==> src/hdl/sbpc_pkg.sv <==
// ----------------------------------------------------------------------------
// Sprite bitplane converter package
// Shared command codes, size defaults and payload structs.
// ----------------------------------------------------------------------------
package sbpc_pkg;

  localparam int RowsDef   = 16;
  localparam int ColsDef   = 16;
  localparam int PlanesDef = 4;

  // Widest pixel the store can hold.
  localparam int MaxPlanes = 8;
  // Columns a 16-bit plane word can reach.
  localparam int WordBits  = 16;

  localparam logic [1:0] CmdWrWord = 2'd0;
  localparam logic [1:0] CmdRdWord = 2'd1;
  localparam logic [1:0] CmdWrPix  = 2'd2;
  localparam logic [1:0] CmdRdPix  = 2'd3;

  typedef struct packed {
    logic [1:0]  command;
    logic [1:0]  plane;
    logic [3:0]  row;
    logic [3:0]  column;
    logic [15:0] word_in;
    logic [3:0]  pixel_in;
  } sbpc_in_t;

  typedef struct packed {
    logic [15:0] word_out;
    logic [3:0]  pixel_out;
  } sbpc_out_t;

endpackage

==> src/hdl/sprite_bitplane_pixel_converter_top.sv <==
// ----------------------------------------------------------------------------
// Sprite bitplane pixel converter
// Row store of a sprite pattern; converts plane words to and from pixels.
// ----------------------------------------------------------------------------
// Timing: the row read registers on the input transfer; modify, write-back and
//   the result register share the edge on which stage one advances.
// Throughput: one command per cycle; the row memory has one read and one write
//   port, read on transfer, written back as stage one advances, with forwarding
//   on a row match. A stalled result holds stage one and stalls the input.
// Reset: rst_ni clears the per-row valid bits, so the pattern reads as zeros
//   at once; no clearing pass is needed.
module sprite_bitplane_pixel_converter_top
  import sbpc_pkg::*;
#(
  parameter int ROWS   = RowsDef,
  parameter int COLS   = ColsDef,
  parameter int PLANES = PlanesDef
) (
  input  logic      clk_i,
  input  logic      rst_ni,
  input  logic      in_valid_i,
  output logic      in_ready_o,
  input  sbpc_in_t  in_data_i,
  output logic      out_valid_o,
  input  logic      out_ready_i,
  output sbpc_out_t out_data_o
);

  localparam int RowBits  = COLS * PLANES;
  localparam int RowAw    = (ROWS > 1) ? $clog2(ROWS) : 1;
  localparam int RowExtW  = (RowAw > 4) ? RowAw : 4;
  localparam int WordCols = (COLS < WordBits) ? COLS : WordBits;

  logic [RowBits-1:0] mem_q [ROWS];
  logic [ROWS-1:0]    row_vld_q;

  logic               in_fire;
  logic [RowExtW-1:0] in_row_ext;
  logic [RowAw-1:0]   in_addr;

  logic               s1_valid_q;
  sbpc_in_t           s1_q;
  logic               s1_row_ok_q;
  logic [RowAw-1:0]   s1_addr_q;
  logic               s1_adv;

  logic [RowBits-1:0] rd_data_q;
  logic               rd_vld_q;
  logic               fwd_q;
  logic [RowBits-1:0] fwd_data_q;

  logic [RowBits-1:0] row_cur;
  logic [RowBits-1:0] row_wword;
  logic [RowBits-1:0] row_wpix;
  logic [RowBits-1:0] row_new;
  logic [15:0]        word_rd;
  logic [MaxPlanes-1:0] pix_rd;
  logic [MaxPlanes-1:0] pix_ext;
  logic               mem_we;
  logic               fwd_hit;

  logic               out_valid_q;
  sbpc_out_t          out_data_q;
  sbpc_out_t          out_data_d;

  assign in_fire    = in_valid_i && in_ready_o;
  assign in_row_ext = RowExtW'(in_data_i.row);
  assign in_addr    = in_row_ext[RowAw-1:0];

  assign s1_adv     = s1_valid_q && (!out_valid_q || out_ready_i);
  assign in_ready_o = !s1_valid_q || s1_adv;

  // Modify the row read for the command in stage one.
  always_comb begin
    row_cur   = fwd_q ? fwd_data_q : (rd_vld_q ? rd_data_q : '0);
    row_wword = row_cur;
    row_wpix  = row_cur;
    word_rd   = '0;
    pix_rd    = '0;
    pix_ext   = MaxPlanes'(s1_q.pixel_in);
    for (int c = 0; c < WordCols; c++) begin
      for (int q = 0; q < PLANES; q++) begin
        if (int'(s1_q.plane) == q) begin
          word_rd[15-c]          = row_cur[c*PLANES+q];
          row_wword[c*PLANES+q]  = s1_q.word_in[15-c];
        end
      end
    end
    for (int c = 0; c < COLS; c++) begin
      if (int'(s1_q.column) == c) begin
        row_wpix[c*PLANES +: PLANES] = pix_ext[PLANES-1:0];
        pix_rd[PLANES-1:0]           = row_cur[c*PLANES +: PLANES];
      end
    end
    row_new = (s1_q.command == CmdWrWord) ? row_wword : row_wpix;
  end

  // Out-of-range plane or column leaves the row unchanged, so a write is harmless.
  assign mem_we  = s1_adv && s1_row_ok_q &&
                   (s1_q.command == CmdWrWord || s1_q.command == CmdWrPix);
  assign fwd_hit = in_fire && mem_we && (in_addr == s1_addr_q);

  always_comb begin
    out_data_d = '0;
    if (s1_row_ok_q && s1_q.command == CmdRdWord) begin
      out_data_d.word_out = word_rd;
    end
    if (s1_row_ok_q && s1_q.command == CmdRdPix) begin
      out_data_d.pixel_out = pix_rd[3:0];
    end
  end

  // Row memory: one read on transfer, one write-back from stage one.
  always_ff @(posedge clk_i) begin
    if (mem_we) begin
      mem_q[s1_addr_q] <= row_new;
    end
    if (in_fire) begin
      rd_data_q <= mem_q[in_addr];
    end
  end

  always_ff @(posedge clk_i or negedge rst_ni) begin
    if (!rst_ni) begin
      row_vld_q   <= '0;
      rd_vld_q    <= 1'b0;
      fwd_q       <= 1'b0;
      s1_valid_q  <= 1'b0;
      out_valid_q <= 1'b0;
    end else begin
      if (mem_we) begin
        row_vld_q[s1_addr_q] <= 1'b1;
      end
      if (in_fire) begin
        rd_vld_q <= row_vld_q[in_addr];
        fwd_q    <= fwd_hit;
      end
      if (in_fire) begin
        s1_valid_q <= 1'b1;
      end else if (s1_adv) begin
        s1_valid_q <= 1'b0;
      end
      if (s1_adv) begin
        out_valid_q <= 1'b1;
      end else if (out_ready_i) begin
        out_valid_q <= 1'b0;
      end
    end
  end

  // Payload registers.
  always_ff @(posedge clk_i) begin
    if (in_fire) begin
      s1_q        <= in_data_i;
      s1_row_ok_q <= int'(in_data_i.row) < ROWS;
      s1_addr_q   <= in_addr;
    end
    if (fwd_hit) begin
      fwd_data_q <= row_new;
    end
    if (s1_adv) begin
      out_data_q <= out_data_d;
    end
  end

  assign out_valid_o = out_valid_q;
  assign out_data_o  = out_data_q;

  a_stall_only_when_full: assert property (@(posedge clk_i) disable iff (!rst_ni)
    !in_ready_o |-> s1_valid_q && out_valid_q && !out_ready_i)
    else $error("input stalled while pipeline has room");

  a_fire_fills_s1: assert property (@(posedge clk_i) disable iff (!rst_ni)
    in_fire |=> s1_valid_q)
    else $error("accepted command missing from stage one");

  a_fwd_hit_sets_fwd: assert property (@(posedge clk_i) disable iff (!rst_ni)
    fwd_hit |=> fwd_q && s1_valid_q)
    else $error("forwarded row not selected for stage one");

  a_write_marks_valid: assert property (@(posedge clk_i) disable iff (!rst_ni)
    mem_we |=> row_vld_q[$past(s1_addr_q)])
    else $error("written row not marked valid");

  a_s1_advance_loads_out: assert property (@(posedge clk_i) disable iff (!rst_ni)
    s1_adv |=> out_valid_q)
    else $error("stage one advanced without loading result");

endmodule
==> config.mk <==
export PLATFORM = sky130hd
export DESIGN_NAME = sprite_bitplane_pixel_converter_top
export DESIGN_NICKNAME = d
export VERILOG_FILES = /design/src/hdl/sbpc_pkg.sv /design/src/hdl/sprite_bitplane_pixel_converter_top.sv
export SDC_FILE = /design/constraint.sdc
export NUM_CORES = 1
export LEC_CHECK = 0
export ABC_AREA = 0
export BUFFER_PORTS_ARGS = -buffer_cell sky130_fd_sc_hd__buf_2
export CORE_MARGIN = 4
export CORE_UTILIZATION = 60
export CTS_CLUSTER_DIAMETER = 80
export CTS_CLUSTER_SIZE = 8
export DETAILED_ROUTE_END_ITERATION = 10
export PLACE_DENSITY_LB_ADDON = 0.05
export SYNTH_ARGS = -nofsm -noshare
export SYNTH_HDL_FRONTEND = slang
export SYNTH_SLANG_ARGS = --single-unit
export TNS_END_PERCENT = 30
==> constraint.sdc <==
create_clock -name clk_i -period 13.75 [get_ports clk_i]
set_clock_uncertainty 0.1 [all_clocks]
set_input_delay 0.6875 -clock clk_i [delete_from_list [all_inputs] [get_ports clk_i]]
set_output_delay 0.6875 -clock clk_i [all_outputs]
set_load 0.005 [all_outputs]
* Yosys cells after proc, flatten, opt, wreduce, memory -nomap -nowiden
Memory sizes are Yosys's and may differ from the RTL's. A register that Yosys moved wholly into a read port is not among the register bits.
Cells that the tools add are included.
** Storage, ports and cells
- Register bits after elaboration :: 136
- RAM bits :: 1024
- Output and inout bits :: 22
- Memories kept :: 1
** Memory list
- mem_q :: depth 16, width 64, read ports 1, clocked after memory_dff 1, write ports 1, RTL line sprite_bitplane_pixel_converter_top.sv:34 : logic [RowBits-1:0] mem_q [ROWS];
** Operators by class
- Magnitude comparators :: 3
- Equality and inequality tests :: 22
- Mux-type cells :: 173
- Bitwise logic cells :: 1
- Reduce and logical (&&, ||, !) cells :: 16
** Operators with widths (number)
- 64-bit two-way mux :: 3
- 1-bit two-way mux :: 136
- 4-bit two-way mux :: 32
- 4-bit equality test (second input constant) :: 8
- 4-bit by 3-bit equality test with 1-bit output (second input constant) :: 4
- 16-bit OR :: 1
- 4-bit by 5-bit less-than comparator with 1-bit output (second input constant) :: 2
- 2-bit equality test (second input constant) :: 4
- 4-bit by 2-bit equality test with 1-bit output (second input constant) :: 2
- 1-bit logical AND :: 6
- 1-bit binary-select mux with 4-bit select :: 1
- 1-bit demux with 4-bit select :: 1
- 2-bit by 1-bit equality test with 1-bit output (second input constant) :: 2
- 4-bit by 1-bit equality test with 1-bit output (second input constant) :: 1
- 4-bit equality test :: 1
- 4-bit by 1-bit >= comparator with 1-bit output (second input constant) :: 1
- 2-bit logical NOT :: 2
- 4-bit logical NOT :: 1
- 2-bit nonzero test :: 2
- 1-bit logical OR :: 3
- 1-bit logical NOT :: 2

* Depth between registers and ports, before layout
- Word-level depth :: 18
- Depth in mapped cells :: 10

* Least setup slack after synthesis
Ideal clock, no wire load.
- Path kind :: input -> register
- Start point :: input port out_ready_i
- End point :: register row_vld_q[0]
- Data arrival time :: 6.416 ns
- Data required time :: 13.558 ns
- Path slack :: 7.142 ns
- Stages on the path :: 6
- Buffers on the path :: 0
- Cells stage by stage :: nand2b_1 > nand2_1 > or2_2 > or3_1 > nor3_1 > or2_2
** On the way
- Word-level cells in the longest chain between the ends :: 3
** RTL lines
- start, declared :: RTL line sprite_bitplane_pixel_converter_top.sv:25 : input logic out_ready_i,
- 1-bit logical OR :: RTL line sprite_bitplane_pixel_converter_top.sv:70 : assign s1_adv = s1_valid_q && (!out_valid_q || out_ready_i);
- 1-bit logical AND :: RTL line sprite_bitplane_pixel_converter_top.sv:70
- 1-bit logical AND :: RTL line sprite_bitplane_pixel_converter_top.sv:99 : assign mem_we = s1_adv && s1_row_ok_q &&
- end signal, assigned :: RTL line sprite_bitplane_pixel_converter_top.sv:125 : row_vld_q <= '0;
- end signal, assigned by index :: RTL line sprite_bitplane_pixel_converter_top.sv:132 : row_vld_q[s1_addr_q] <= 1'b1;
- end, declared :: RTL line sprite_bitplane_pixel_converter_top.sv:35 : logic [ROWS-1:0] row_vld_q;
No other way between the ends.
A chain may end at the register's enable or synchronous reset.

* Worst setup path in the final report
- Start point :: register fwd_q
- End point :: register out_data_q (netlist bit out_data_o[2]) (data pin)
** On the way
- Word-level cells in the longest chain between the ends :: 17
** RTL lines
- start, declared :: RTL line sprite_bitplane_pixel_converter_top.sv:49 : logic fwd_q;
- start signal, assigned :: RTL line sprite_bitplane_pixel_converter_top.sv:136 : fwd_q <= fwd_hit;
- 64-bit two-way mux (*) :: RTL line sprite_bitplane_pixel_converter_top.sv:75 : row_cur = fwd_q ? fwd_data_q : (rd_vld_q ? rd_data_q : '0);
- 4-bit two-way mux (15 in series) :: RTL line sprite_bitplane_pixel_converter_top.sv:90 : if (int'(s1_q.column) == c) begin
- 4-bit two-way mux (*) :: RTL line sprite_bitplane_pixel_converter_top.sv:90
- end signal, assigned :: RTL line sprite_bitplane_pixel_converter_top.sv:162 : out_data_q <= out_data_d;
- end, declared :: RTL line sprite_bitplane_pixel_converter_top.sv:63 : sbpc_out_t out_data_q;
Every way passes the cells marked *; elsewhere a longest branch is shown, timed or not.

==> results.yml <==
global_routing:
  grt.total_usage: 0.289
  grt_max_degree: 101
  grt_antenna_before_repair: 2
  grt_pass1_vias: 25200
  grt_overflow: 0
  grt_pass1_wl_um: 177000
yosys:
  yosys.area.top_type: "edfxtp_1"
  synthTopCellsByArea: "edfxtp_1 (75%), mux4_2 (16%), dfrtp_1 (1.0%)"
  avgSynthCellArea_um2: 21.1
  synthArstFlopShare: 0.0163
  synth-edff-count: 1204
  yosysTopAreaCellShare: 0.745
  yosysWarningCount: 0
  synthCells: 2301
  ys_seq_elements: 1224
  syn_area_um2: 48500
  netlist-cell-type-count: 54
  synth_nets: 2337
  yosysSeqAreaShare: 0.755
  synth_ff_type: "edfxtp_1"
worst_setup_path:
  critical_path_required_ns: 14.24
  cp.arrival_ns: 4.47
  worstPathMaxFanout: 39
  startpoint_type: "register"
  r2r_setup_slack_ns: 9.77
  worstSetupPathType: "reg -> reg"
  end_kind: "register"
clock_network:
  cts-buffers-inserted: 170
  clk_root_buffer_cell: "clkbuf_16"
  cts_tree: "done"
  cts_sinks: 1224
  path_clk_slew_ns: 0.06
  clkLatencyLatePin_ns: 0.73
  clock_path_buffers: 3
  postCtsSetupBuffers: 0
  htreeDepth: 4
detailed_routing:
  ant_nets: 0
  routed_via_density: 7.00
  wirelength_um: 122000
  drcViolationCount: 0
  wl_per_cell_um: 34.0
  vias: 25100
  drt-pass1-iter-count: 5
  drt_first_iter_violations: 3503
die:
  core.rowCount: 104
  start_util: 0.604
  chipHeight_um: 292
  dieWidth_um: 292
  ios: 58
  dieArea_um2: 85500
  coreArea_um2: 80300
timing:
  max_slew_margin: 0.129
  finalCritPeriodShare: 0.289
  tightest_slew_ns: 1.30
  tns_ns: 0
  rsz0062_at_grt: "false"
  setup_violations: 0
  fin_crit_ns: 3.98
  hold_viol: 0
  max_freq_mhz: 251
  slew_violations: 0
  holdWs_ns: 0.0418
flow_run:
  maxCapViolCount: 0
cells_and_area:
  fill_cells: 4899
  stdcell_area_um2: 55200
  area_growth_syn_to_layout_pct: 13.7
  regArea_um2: 36700
  num-nets-final: 2540
  multiInputGateArea_um2: 11300
  final_common_cell: "edfxtp_1"
  drive_gt1_frac: 0.294
  final_cell_mix: "edfxtp_1 (1204), mux4_2 (342), clkbuf_16 (171)"
  antennaDiodeCount: 0
placed_design:
  dp_hpwl_um: 62700
  gp_congestion: 0.841
  placedInstanceArea_um2: 50500
  portBuffers: 57
power:
  power_w: 0.00895
  powerDensity_nw_per_um2: 162
  ir_worst_vdd_uv: 117
  leakage_nw: 18.0
hold_path:
  hold_class: "in -> reg"
status:
  status: "completed"
per-layer routing:
layer / track usage / wire length, µm / vias to the layer above
met5: 0 / 13 / -
met4: 0.0759 / 2580 / 2
met3: 0.0643 / 13500 / 197
met2: 0.443 / 58000 / 1564
met1: 0.435 / 47800 / 13300
li1: - / - / 10000
synthesized netlist by cell type, types with 4 or more instances:
cell and n:
o211ai_1 57, nor2b_1 5, nor2_1 59, o21ai_0 100, mux4_2 342, nand3_1 4
nor3_1 9, mux2_2 13, a22oi_1 65, o21bai_1 9, a211oi_1 4, nand2b_1 14
inv_1 20, dfrtp_1 20, a22o_1 11, buf_1 17, edfxtp_1 1204, clkbuf_1 81
nand2_1 104, o31ai_1 7, a21oi_1 23, or2_2 11, mux2i_1 32, buf_2 43
flip-flops by register name (all words and copies together) (netlist names):
signal       cells
out_data_o      20
s1_valid_q       1
s1_q            24
fwd_q            1
mem_q         1024
fwd_data_q      64
rd_vld_q         1
row_vld_q       16
out_valid_o      1
pix_ext          4
s1_addr_q        4
rd_data_q       64
through the flow:
stage	instances	setup slack [ns]	util
floorplan	2301	7.14	-
global placement	3384	9.06	0.629
detailed placement	3384	9.04	0.629
CTS	3586	9.83	0.687
global route	3586	9.60	0.687
finish	3586	9.77	0.687
power breakdown:
part	leakage, nW	switching [W]	internal, W	total (W)
sequential	11.3	0.0000458	0.00438	0.00443
clock	2.23	0.00146	0.00220	0.00366
combinational	4.47	0.000567	0.000291	0.000857
total	18.0	0.00208	0.00687	0.00895
repair_timing:
action	in CTS	in global routing
hold endpoints to repair	27	0
hold buffers	8	0
gates resized for setup	0	0
logic make-up (layout without fill, tap and decap cells):
kind of cell | count (synthesis) | count (layout) | synth area share
AND/OR/NAND/NOR | 223 | 223 | 0.0206
XOR/XNOR | 4 | 4 | 0.000722
AO/OA/AOI/OAI | 300 | 300 | 0.0409
flip-flops | 1224 | 1224 | 0.755
multiplexers | 387 | 387 | 0.168
buffers and inverters | 163 | 388 | 0.0140
cell type report:
cell class	instances	area share
Clock buffer	180	0.0781
Clock inverter	14	0.00503
Inverter	20	0.00141
Multi-Input combinational cell	914	0.205
Sequential cell	1224	0.664
Tap cell	1060	0.0240
Timing Repair Buffer	174	0.0222
final timing paths:
check | cells after the start | end | from
setup / recovery | 7 | out_data_o[2]$_SDFFCE_PP0P_ | fwd_q$_DFFE_PN0P_
hold / removal | 1 | s1_q[7]$_DFFE_PP_ | in_data_i[7]
setup reg to reg | 7 | out_data_o[2]$_SDFFCE_PP0P_ | fwd_q$_DFFE_PN0P_
hold reg to reg | 1 | row_vld_q[3]$_DFFE_PN0P_ | row_vld_q[3]$_DFFE_PN0P_
max in group asynchronous | 2 | fwd_q$_DFFE_PN0P_ | rst_ni
min in group asynchronous | 2 | s1_valid_q$_DFFE_PN0P_ | rst_ni
critical path, cell delays in order, from the launching register on:
cell and delay (ns):
dfrtp_4 0.70, nor2b_4 0.48, buf_4 0.53, a22oi_1 0.26, mux4_2 0.53, or2_0 0.23, a2111oi_0 0.77, or4_1 0.21
Note: power is estimated with default switching activity, not from simulation.
